`config.mk`:
```
export PLATFORM = sky130hd
export DESIGN_NAME = min_heap_kway_merge_flat
export DESIGN_NICKNAME = d
export VERILOG_FILES = /design/src/rtl/mhkm_pkg.sv /design/src/rtl/mhkm_in_if.sv /design/src/rtl/mhkm_out_if.sv /design/src/rtl/mhkm_ctrl.sv /design/src/rtl/mhkm_dp.sv /design/src/rtl/min_heap_kway_merge.sv /design/src/flat_wrapper.sv
export SDC_FILE = /design/constraint.sdc
export NUM_CORES = 1
export LEC_CHECK = 0
export BUFFER_PORTS_ARGS = -buffer_cell sky130_fd_sc_hd__buf_2
export CORE_MARGIN = 10
export CORE_UTILIZATION = 41
export DETAILED_ROUTE_END_ITERATION = 10
export PLACE_DENSITY_LB_ADDON = 0.08
export SLEW_MARGIN = 20
export SYNTH_ARGS = -nofsm -noshare
export SYNTH_HDL_FRONTEND = slang
export SYNTH_SLANG_ARGS = --single-unit
```
`constraint.sdc`:
```
create_clock -name clk -period 14.55 [get_ports clk]
set_clock_uncertainty 0.1 [all_clocks]
set_input_delay 2.91 -clock clk [delete_from_list [all_inputs] [get_ports clk]]
set_output_delay 2.91 -clock clk [all_outputs]
set_load 0.1 [all_outputs]
```
`src/rtl/mhkm_pkg.sv`:
```
`timescale 1ns / 1ps

package mhkm_pkg;

  localparam int MAX_WAYS = 16;
  localparam int IDX_W    = $clog2(MAX_WAYS);
  localparam int CNT_W    = 5;
  localparam int KEY_W    = 32;
  localparam int WAY_W    = 4;

  localparam logic [KEY_W-1:0] INT_MAX   = {1'b0, {(KEY_W-1){1'b1}}};
  localparam logic [CNT_W-1:0] CNT_MAX   = {CNT_W{1'b1}};
  localparam logic [CNT_W-1:0] WAYS_RST  = CNT_W'(2);
  localparam logic [CNT_W-1:0] WAYS_TOP  = CNT_W'(MAX_WAYS);

  typedef struct packed {
    logic [KEY_W-1:0] key;
    logic [WAY_W-1:0] way;
  } entry_t;

  typedef enum logic [2:0] {
    ST_IDLE,
    ST_BLD_RD,
    ST_BLD_LD,
    ST_SIFT,
    ST_EMIT_RD,
    ST_EMIT
  } state_t;

  // Commands from the controller to the datapath.
  typedef struct packed {
    logic accept;
    logic bld_rd;
    logic bld_ld;
    logic sift;
    logic rd_root;
    logic load_out;
  } cmd_t;

  // Status from the datapath to the controller.
  typedef struct packed {
    logic fill;
    logic fill_last;
    logic sift_end;
    logic build_more;
    logic out_busy;
  } sts_t;

endpackage

```
`src/rtl/mhkm_in_if.sv`:
```
`timescale 1ns / 1ps

interface mhkm_in_if import mhkm_pkg::*; ();
  logic             valid;
  logic             ready;
  logic [KEY_W-1:0] key_value;
  logic [WAY_W-1:0] way_index;
  logic             exhausted;

  modport source(output valid, output key_value, output way_index, output exhausted,
                 input ready);
  modport sink(input valid, input key_value, input way_index, input exhausted,
               output ready);
endinterface

```
`src/rtl/mhkm_out_if.sv`:
```
`timescale 1ns / 1ps

interface mhkm_out_if import mhkm_pkg::*; ();
  logic             valid;
  logic             ready;
  logic [KEY_W-1:0] min_value;
  logic [WAY_W-1:0] min_way;
  logic             all_done;

  modport source(output valid, output min_value, output min_way, output all_done,
                 input ready);
  modport sink(input valid, input min_value, input min_way, input all_done,
               output ready);
endinterface

```
`src/rtl/mhkm_ctrl.sv`:
```
`timescale 1ns / 1ps

module mhkm_ctrl import mhkm_pkg::*; (
  input  logic   clk,
  input  logic   rst,
  input  logic   in_valid,
  output logic   in_ready,
  input  sts_t   sts,
  output cmd_t   cmd
);

  state_t state, state_next;

  always_ff @(posedge clk) begin
    if (rst) begin
      state <= ST_IDLE;
    end else begin
      state <= state_next;
    end
  end

  always_comb begin
    state_next = state;
    cmd        = '0;
    in_ready   = 1'b0;
    case (state)
      ST_IDLE: begin
        in_ready   = 1'b1;
        cmd.accept = in_valid;
        if (in_valid) begin
          if (!sts.fill) begin
            state_next = ST_SIFT;
          end else if (sts.fill_last) begin
            state_next = ST_BLD_RD;
          end
        end
      end
      ST_BLD_RD: begin
        cmd.bld_rd = 1'b1;
        state_next = ST_BLD_LD;
      end
      ST_BLD_LD: begin
        cmd.bld_ld = 1'b1;
        state_next = ST_SIFT;
      end
      ST_SIFT: begin
        cmd.sift = 1'b1;
        if (sts.sift_end) begin
          state_next = sts.build_more ? ST_BLD_RD : ST_EMIT_RD;
        end
      end
      ST_EMIT_RD: begin
        cmd.rd_root = 1'b1;
        state_next  = ST_EMIT;
      end
      ST_EMIT: begin
        cmd.rd_root = 1'b1;
        if (!sts.out_busy) begin
          cmd.load_out = 1'b1;
          state_next   = ST_IDLE;
        end
      end
      default: begin
        state_next = ST_IDLE;
      end
    endcase
  end

endmodule

```
`src/rtl/mhkm_dp.sv`:
```
`timescale 1ns / 1ps

module mhkm_dp import mhkm_pkg::*; (
  input  logic             clk,
  input  logic             rst,
  input  logic             cfg_wr_en,
  input  logic [CNT_W-1:0] cfg_wr_data,
  input  logic [KEY_W-1:0] key_value,
  input  logic [WAY_W-1:0] way_index,
  input  logic             exhausted,
  input  cmd_t             cmd,
  output sts_t             sts,
  output logic             out_valid,
  input  logic             out_ready,
  output logic [KEY_W-1:0] min_value,
  output logic [WAY_W-1:0] min_way,
  output logic             all_done
);

  entry_t           mem [MAX_WAYS];
  entry_t           rd_a, rd_b;
  entry_t           hold;
  entry_t           new_ent;
  entry_t           child;
  entry_t           wr_data;
  logic             wr_en;
  logic [IDX_W-1:0] wr_addr;
  logic [IDX_W-1:0] addr_a, addr_b;

  logic [CNT_W-1:0] active_ways;
  logic [CNT_W-1:0] heap_n;
  logic [CNT_W-1:0] loaded_count;
  logic [CNT_W-1:0] done_count;
  logic             build_mode;
  logic [IDX_W-1:0] bld_idx;
  logic [IDX_W-1:0] cur_idx, cur_idx_next;
  logic             l_ok, r_ok;

  logic [IDX_W:0]   l_next;
  logic [IDX_W+1:0] r_next;
  logic [IDX_W:0]   l_cur;
  logic [IDX_W+1:0] r_cur;
  logic             take_l, take_r, stop;
  logic [KEY_W-1:0] best_key;
  logic [IDX_W-1:0] sel_idx;

  // Heap size in use; out-of-range settings are clamped.
  always_comb begin
    if (active_ways == '0) begin
      heap_n = CNT_W'(1);
    end else if (active_ways > WAYS_TOP) begin
      heap_n = WAYS_TOP;
    end else begin
      heap_n = active_ways;
    end
  end

  assign new_ent.key = exhausted ? INT_MAX : key_value;
  assign new_ent.way = way_index;

  // One level of sift-down: the held entry against the two children read last cycle.
  assign l_cur    = {cur_idx, 1'b1};
  assign r_cur    = {1'b0, cur_idx, 1'b0} + (IDX_W+2)'(2);
  assign take_l   = l_ok && ($signed(rd_a.key) < $signed(hold.key));
  assign best_key = take_l ? rd_a.key : hold.key;
  assign take_r   = r_ok && ($signed(rd_b.key) < $signed(best_key));
  assign stop     = !take_l && !take_r;
  assign child    = take_r ? rd_b : rd_a;
  assign sel_idx  = take_r ? r_cur[IDX_W-1:0] : l_cur[IDX_W-1:0];

  always_comb begin
    if (cmd.accept && !sts.fill) begin
      cur_idx_next = '0;
    end else if (cmd.bld_ld) begin
      cur_idx_next = bld_idx;
    end else if (cmd.sift && !stop) begin
      cur_idx_next = sel_idx;
    end else begin
      cur_idx_next = cur_idx;
    end
  end

  assign l_next = {cur_idx_next, 1'b1};
  assign r_next = {1'b0, cur_idx_next, 1'b0} + (IDX_W+2)'(2);

  always_comb begin
    if (cmd.bld_rd) begin
      addr_a = bld_idx;
    end else if (cmd.rd_root) begin
      addr_a = '0;
    end else begin
      addr_a = l_next[IDX_W-1:0];
    end
    addr_b = r_next[IDX_W-1:0];
  end

  always_comb begin
    wr_en   = 1'b0;
    wr_addr = cur_idx;
    wr_data = stop ? hold : child;
    if (cmd.accept && sts.fill) begin
      wr_en   = 1'b1;
      wr_addr = loaded_count[IDX_W-1:0];
      wr_data = new_ent;
    end else if (cmd.sift) begin
      wr_en = 1'b1;
    end
  end

  always_ff @(posedge clk) begin
    if (wr_en) begin
      mem[wr_addr] <= wr_data;
    end
    rd_a <= mem[addr_a];
    rd_b <= mem[addr_b];
  end

  always_ff @(posedge clk) begin
    cur_idx <= cur_idx_next;
    l_ok    <= l_next < heap_n;
    r_ok    <= r_next < {1'b0, heap_n};
    if (cmd.accept && !sts.fill) begin
      hold <= new_ent;
    end else if (cmd.bld_ld) begin
      hold <= rd_a;
    end
    if (cmd.accept && sts.fill && sts.fill_last) begin
      bld_idx <= IDX_W'((heap_n - CNT_W'(1)) >> 1);
    end else if (cmd.sift && stop && sts.build_more) begin
      bld_idx <= bld_idx - IDX_W'(1);
    end
    if (cmd.load_out) begin
      min_value <= rd_a.key;
      min_way   <= rd_a.way;
      all_done  <= done_count >= heap_n;
    end
  end

  always_ff @(posedge clk) begin
    if (rst) begin
      active_ways  <= WAYS_RST;
      loaded_count <= '0;
      done_count   <= '0;
      build_mode   <= 1'b0;
      out_valid    <= 1'b0;
    end else begin
      if (cfg_wr_en) begin
        active_ways <= cfg_wr_data;
      end
      if (cmd.accept) begin
        build_mode <= sts.fill && sts.fill_last;
        if (sts.fill) begin
          loaded_count <= loaded_count + CNT_W'(1);
        end
        if (exhausted && (done_count != CNT_MAX)) begin
          done_count <= done_count + CNT_W'(1);
        end
      end
      if (cmd.load_out) begin
        out_valid <= 1'b1;
      end else if (out_ready) begin
        out_valid <= 1'b0;
      end
    end
  end

  assign sts.fill       = loaded_count < heap_n;
  assign sts.fill_last  = ({1'b0, loaded_count} + (CNT_W+1)'(1)) >= {1'b0, heap_n};
  assign sts.sift_end   = stop;
  assign sts.build_more = build_mode && (bld_idx != '0);
  assign sts.out_busy   = out_valid && !out_ready;

endmodule

```
`src/rtl/min_heap_kway_merge.sv`:
```
`timescale 1ns / 1ps

// Min-heap selector for a k-way merge of sorted runs.
// The in_ch channel takes one item per element: key_value, the way it comes
// from, and exhausted, which replaces the key by the largest positive value.
// The out_ch channel gives the heap root (min_value, min_way) and all_done,
// which is set once the exhausted count reaches the heap size in use.
// active_ways is written through cfg_wr_en / cfg_wr_data; the user must write it
// only while the block is idle, as the block itself does not enforce this. Of
// the items that fill the heap (as many as the heap size in use), all but the
// last give no result. The last completes the fill, builds the heap bottom-up
// (one sub-heap at a time: its root is read and loaded as the held entry, then
// sifted down) and then gives the root. Every later item replaces the root and
// sifts down, one heap level per cycle through a two-read-port entry memory;
// the root is then read and loaded into the output register, and the next item
// is accepted in the cycle after the result is loaded.
// The output register holds its result while the receiver stalls; a new item
// may be accepted meanwhile, and its result waits until the register is free.
// Reset (rst, synchronous) empties the heap, clears the counts and sets
// active_ways to two. Heap entries themselves are not cleared.
module min_heap_kway_merge import mhkm_pkg::*; (
  input  logic             clk,
  input  logic             rst,
  input  logic             cfg_wr_en,
  input  logic [CNT_W-1:0] cfg_wr_data,
  mhkm_in_if.sink          in_ch,
  mhkm_out_if.source       out_ch
);

  cmd_t cmd;
  sts_t sts;

  // Sequencing of fill, build, sift and emit steps.
  mhkm_ctrl u_ctrl (
    .clk      (clk),
    .rst      (rst),
    .in_valid (in_ch.valid),
    .in_ready (in_ch.ready),
    .sts      (sts),
    .cmd      (cmd)
  );

  // Entry memory, held entry, counters and the output register.
  mhkm_dp u_dp (
    .clk         (clk),
    .rst         (rst),
    .cfg_wr_en   (cfg_wr_en),
    .cfg_wr_data (cfg_wr_data),
    .key_value   (in_ch.key_value),
    .way_index   (in_ch.way_index),
    .exhausted   (in_ch.exhausted),
    .cmd         (cmd),
    .sts         (sts),
    .out_valid   (out_ch.valid),
    .out_ready   (out_ch.ready),
    .min_value   (out_ch.min_value),
    .min_way     (out_ch.min_way),
    .all_done    (out_ch.all_done)
  );

endmodule
```
`src/flat_wrapper.sv`:
```
// flat-port wrapper written by rule: the top's interface ports become plain ports
module min_heap_kway_merge_flat import mhkm_pkg::*;
  (clk, rst, cfg_wr_en, cfg_wr_data, in_ch_valid, in_ch_key_value, in_ch_way_index, in_ch_exhausted, in_ch_ready, out_ch_valid, out_ch_min_value, out_ch_min_way, out_ch_all_done, out_ch_ready);
  mhkm_in_if in_ch_i ();
  mhkm_out_if out_ch_i ();
  input  logic clk;
  input  logic rst;
  input  logic cfg_wr_en;
  input  logic [CNT_W-1:0] cfg_wr_data;
  input wire logic [$bits(in_ch_i.valid)-1:0] in_ch_valid;
  input wire logic [$bits(in_ch_i.key_value)-1:0] in_ch_key_value;
  input wire logic [$bits(in_ch_i.way_index)-1:0] in_ch_way_index;
  input wire logic [$bits(in_ch_i.exhausted)-1:0] in_ch_exhausted;
  output wire logic [$bits(in_ch_i.ready)-1:0] in_ch_ready;
  output wire logic [$bits(out_ch_i.valid)-1:0] out_ch_valid;
  output wire logic [$bits(out_ch_i.min_value)-1:0] out_ch_min_value;
  output wire logic [$bits(out_ch_i.min_way)-1:0] out_ch_min_way;
  output wire logic [$bits(out_ch_i.all_done)-1:0] out_ch_all_done;
  input wire logic [$bits(out_ch_i.ready)-1:0] out_ch_ready;
  assign in_ch_i.valid = in_ch_valid;
  assign in_ch_i.key_value = in_ch_key_value;
  assign in_ch_i.way_index = in_ch_way_index;
  assign in_ch_i.exhausted = in_ch_exhausted;
  assign in_ch_ready = in_ch_i.ready;
  assign out_ch_valid = out_ch_i.valid;
  assign out_ch_min_value = out_ch_i.min_value;
  assign out_ch_min_way = out_ch_i.min_way;
  assign out_ch_all_done = out_ch_i.all_done;
  assign out_ch_i.ready = out_ch_ready;
  min_heap_kway_merge u_core (.clk(clk), .rst(rst), .cfg_wr_en(cfg_wr_en), .cfg_wr_data(cfg_wr_data), .in_ch(in_ch_i), .out_ch(out_ch_i));
endmodule
```
==> impl_metrics.toml <==
[critical_path]
r2r-end = "u_core.u_dp.r_ok$_DFF_P_"
worstSetupEndpointType = "register"
r2r-start = "u_core.u_dp.hold[31]$_DFFE_PP_"
critical_path.most_common_cell = "ha_1"
crit_buf_inv = 4
crit_type = "register to register"
slowest_stage = "buf_4"
critPathCapture = "u_core.u_dp.r_ok$_DFF_P_"
cpPeakStageDelay_ps = 870
rr_worst_depth = 24
cp_top_family = "compound AO/OA/AOI/OAI gates"
worstPathMaxFanout = 55
crit_chain = "inv_1 -> ha_1 -> nand4_1 -> or4_4 -> o22ai_2 -> or3_1 -> and4_2 -> buf_4 -> mux2i_1 -> ha_1 -> nand4_1 -> a2111oi_1 -> nand2_1 -> nor4bb_1 -> o21ai_0 -> o21ai_2 -> a211o_2 -> clkinv_2 -> buf_4 -> a21o_1 -> ha_1 -> o221ai_1 -> a21oi_1 -> a211oi_1"
cp.depth = 24
crit_required_ps = 14990
critPathLaunch = "u_core.u_dp.hold[31]$_DFFE_PP_"
r2r_slack_ps = 5620
crit_arrival_ps = 9370
worstSetupStartpointType = "register"

[global_route]
grt_pass1_vias = 21200
antenna_found_initial = 0
grtUsageTotal_pct = 21.7
grt.overflow.total = 0
grt_pass1_wl_mm = 149
grt_max_degree = 101

[placement]
dp_hpwl_mm = 57.5
gp_congestion = 0.818
portBuffers = 85
place_inst = 3282
placed_area_um2 = 35300

[power]
cellLeakagePower_nw = 13.3
power_density_nw_per_um2 = 276
vdd_drop_max_uv = 245

[sta]
min_period_ps = 8930
max_freq_mhz = 112
setup_violations = 0
finalCritPeriodShare_pct = 61.4
relSlewSlack_pct = 27.5
tightest_slew_ps = 1080
hold_viol = 0
rsz0062_at_grt = "false"
slew_violations = 0
setup-tns-final_ps = 0

[finish]
nets = 2443
finish.instance_area_um2 = 38100
layout.cells.non_filler = 3436
drive_above_1_share_pct = 20.9
diodes = 0
utilization_pct = 47.2
syn_to_final_growth_pct = 13.9
n_fill_cell = 6975

[floorplan]
die_w_um = 306
die_y_um = 306
io_pins = 86
die_area_um2 = 93400
placementRows = 104
coreArea_um2 = 80700
start_util_pct = 41.4

[yosys]
synth_cell_types = 75
synth_nets = 2337
synth_top_area_share_pct = 58.7
synth_warnings = 0
synth_edf_count = 653
netlist_instances = 2201
ys_seq_elements = 751
synthFlopType = "edfxtp_1"
avgSynthCellArea_um2 = 15.2
synth.top_cells.by_area = "edfxtp_1 59%, mux4_2 9.7%, dfxtp_1 5.9%"
ys_seq_area_share_pct = 64.5
yosys.area.top_type = "edfxtp_1"
synth_area_um2 = 33400
synth-async-reset-ratio_pct = 0

[worst_hold_path]
hold_path_depth = 0
hold_path_class = "register to register"

[clocking]
clock_latency_ps = 640
cts_tree = "built"
cts_sinks = 751
numCtsBuffers = 83
clk_path_buf_depth = 3
cts_resized = 0
clkTransAtPathRegs_ps = 60
cts_setup_buffers = 0
cts_root_buffer = "clkbuf_16"
hold_buffers = 0
htreeDepth = 3

[routing]
vias_per_cell = 6.06
via_count = 20800
drt-total-wl_mm = 104
drt_iter0_drc = 2085
post_drt_wl_per_cell_um = 30.3
antenna_left = 0
drc = 0
firstDrtPassIters = 6

[run]
cap_violations = 0

[run_status]
status = "complete, no violations"
-- how the worst min path moves through the flow --
stage                                     start                                to  slack (ps)
finish              u_core.u_dp.rd_a[3]$_DFF_P_  u_core.u_dp.min_way[3]$_DFFE_PP_         360
global route        u_core.u_dp.rd_a[3]$_DFF_P_  u_core.u_dp.min_way[3]$_DFFE_PP_         380
CTS                 u_core.u_dp.rd_a[3]$_DFF_P_  u_core.u_dp.min_way[3]$_DFFE_PP_         360
detailed placement  u_core.u_dp.rd_a[3]$_DFF_P_  u_core.u_dp.min_way[3]$_DFFE_PP_         350
global placement    u_core.u_dp.rd_a[0]$_DFF_P_  u_core.u_dp.min_way[0]$_DFFE_PP_         350
floorplan           u_core.u_dp.rd_a[0]$_DFF_P_  u_core.u_dp.min_way[0]$_DFFE_PP_         330
-- synthesized netlist by cell type, types with 7 or more instances --
library cell and n:
dfxtp_1 98, buf_2 37, a211oi_1 9, nor2_1 163
o32ai_1 28, buf_1 12, nand2_1 90, a21oi_1 134
nand3_1 13, edfxtp_1 653, o211ai_1 37, xor2_1 8
nand2b_1 7, o21ai_0 103, nor3_1 75, inv_1 47
a2bb2oi_1 63, mux2i_1 163, ha_1 89, buf_4 17
clkbuf_1 65, nand4_1 11, o21a_1 7, a31oi_1 9
mux4_2 144
-- cells in the final DEF, fill, tap and decap left out, types with 5 or more instances in the layout --
master	Yosys	layout
and3_1	5	5
nand4_1	11	11
nor2b_1	6	6
mux2i_1	163	163
a211oi_1	9	9
o21a_1	7	7
buf_2	37	85
o32ai_2	6	6
o211ai_1	37	37
xnor2_1	6	6
nand2b_1	7	7
bufinv_16	0	10
a21oi_1	134	133
nand2_1	90	89
xor2_1	8	8
inv_1	47	47
o21ai_2	2	5
mux2_2	6	6
nand3_1	13	13
o21ai_0	103	95
mux4_2	144	144
clkbuf_8	0	8
a2bb2oi_1	63	63
nor2_4	2	20
nor3_1	75	75
nor2_1	163	145
clkbuf_1	65	16
o21ai_1	1	5
ha_1	89	89
buf_4	17	72
a31oi_1	9	9
nor3b_1	6	6
clkbuf_16	0	85
o32ai_1	28	28
edfxtp_1	653	653
clkinv_1	2	9
dfxtp_1	98	98
clkinv_2	0	20
-- area by class of cell --
cell class / count / area [um2] / share of cell area, %
clock buffer: 109 / 2300 / 6.03
clock inverter: 45 / 507 / 1.33
multi-input combinational: 1262 / 11200 / 29.4
inverter: 51 / 193 / 0.506
timing repair buffer: 158 / 986 / 2.59
sequential: 751 / 21600 / 56.7
tap: 1060 / 1330 / 3.48
-- cell families (layout without fill, tap and decap cells) --
logic type,count (synthesis),count (layout),share of synthesized area [%]
DFF,751,751,64.5
adders and majority gates,89,89,3.33
xor gates and xnor gates,14,14,0.367
muxes,314,314,14.8
buffers and inverters,188,363,2.58
AOI/OAI and AO/OA,446,446,8.96
and+or+nand+nor,399,399,5.41
-- per-stage QoR --
step / power [mW] / hold slack, ps / setup slack, ps
2_1_floorplan: 6.74 / 326 / 8260
3_3_place_gp: 8.34 / 347 / 5660
3_5_place_dp: 8.37 / 353 / 5530
4_1_cts: 10.6 / 363 / 5470
5_1_grt: 11.1 / 385 / 5140
6_report: 10.5 / 362 / 5620
-- power breakdown --
part / total (mW) / switching, mW / internal (mW)
clock: 2.17 / 0.874 / 1.29
sequential: 3.73 / 0.239 / 3.49
combinational: 4.61 / 2.99 / 1.62
-- layer usage --
layer	wire length, um	track usage (%)	up-vias
met5	0	0	-
met1	45100	29.5	10900
met2	48900	34.9	832
met4	3000	7.46	0
met3	6900	3.76	173
li1	-	-	8952
-- sequential cells by signal, indices dropped and copies added (netlist names), 3 cells and up --
signal                    flops
u_core.u_dp.mem             576
u_core.u_ctrl.state           3
u_core.u_dp.rd_b             36
u_core.u_dp.loaded_count      5
u_core.u_dp.bld_idx           4
u_core.u_dp.rd_a             36
u_core.u_dp.min_way           4
u_core.u_dp.hold             36
u_core.u_dp.min_value        32
u_core.u_dp.active_ways       5
u_core.u_dp.done_count        5
u_core.u_dp.cur_idx           4
-- worst reg2reg max path: cells and delay by family, from the launching register on --
| family | cells | cell delay (ps) |
|---|---|---|
| flops | 1 | 350 |
| simple gates | 7 | 1800 |
| compound gates | 9 | 3140 |
| mux | 1 | 270 |
| fa+ha+maj | 3 | 1010 |
| buf+inv | 4 | 2180 |
No activity file was read; power rests on OpenSTA's default activity.
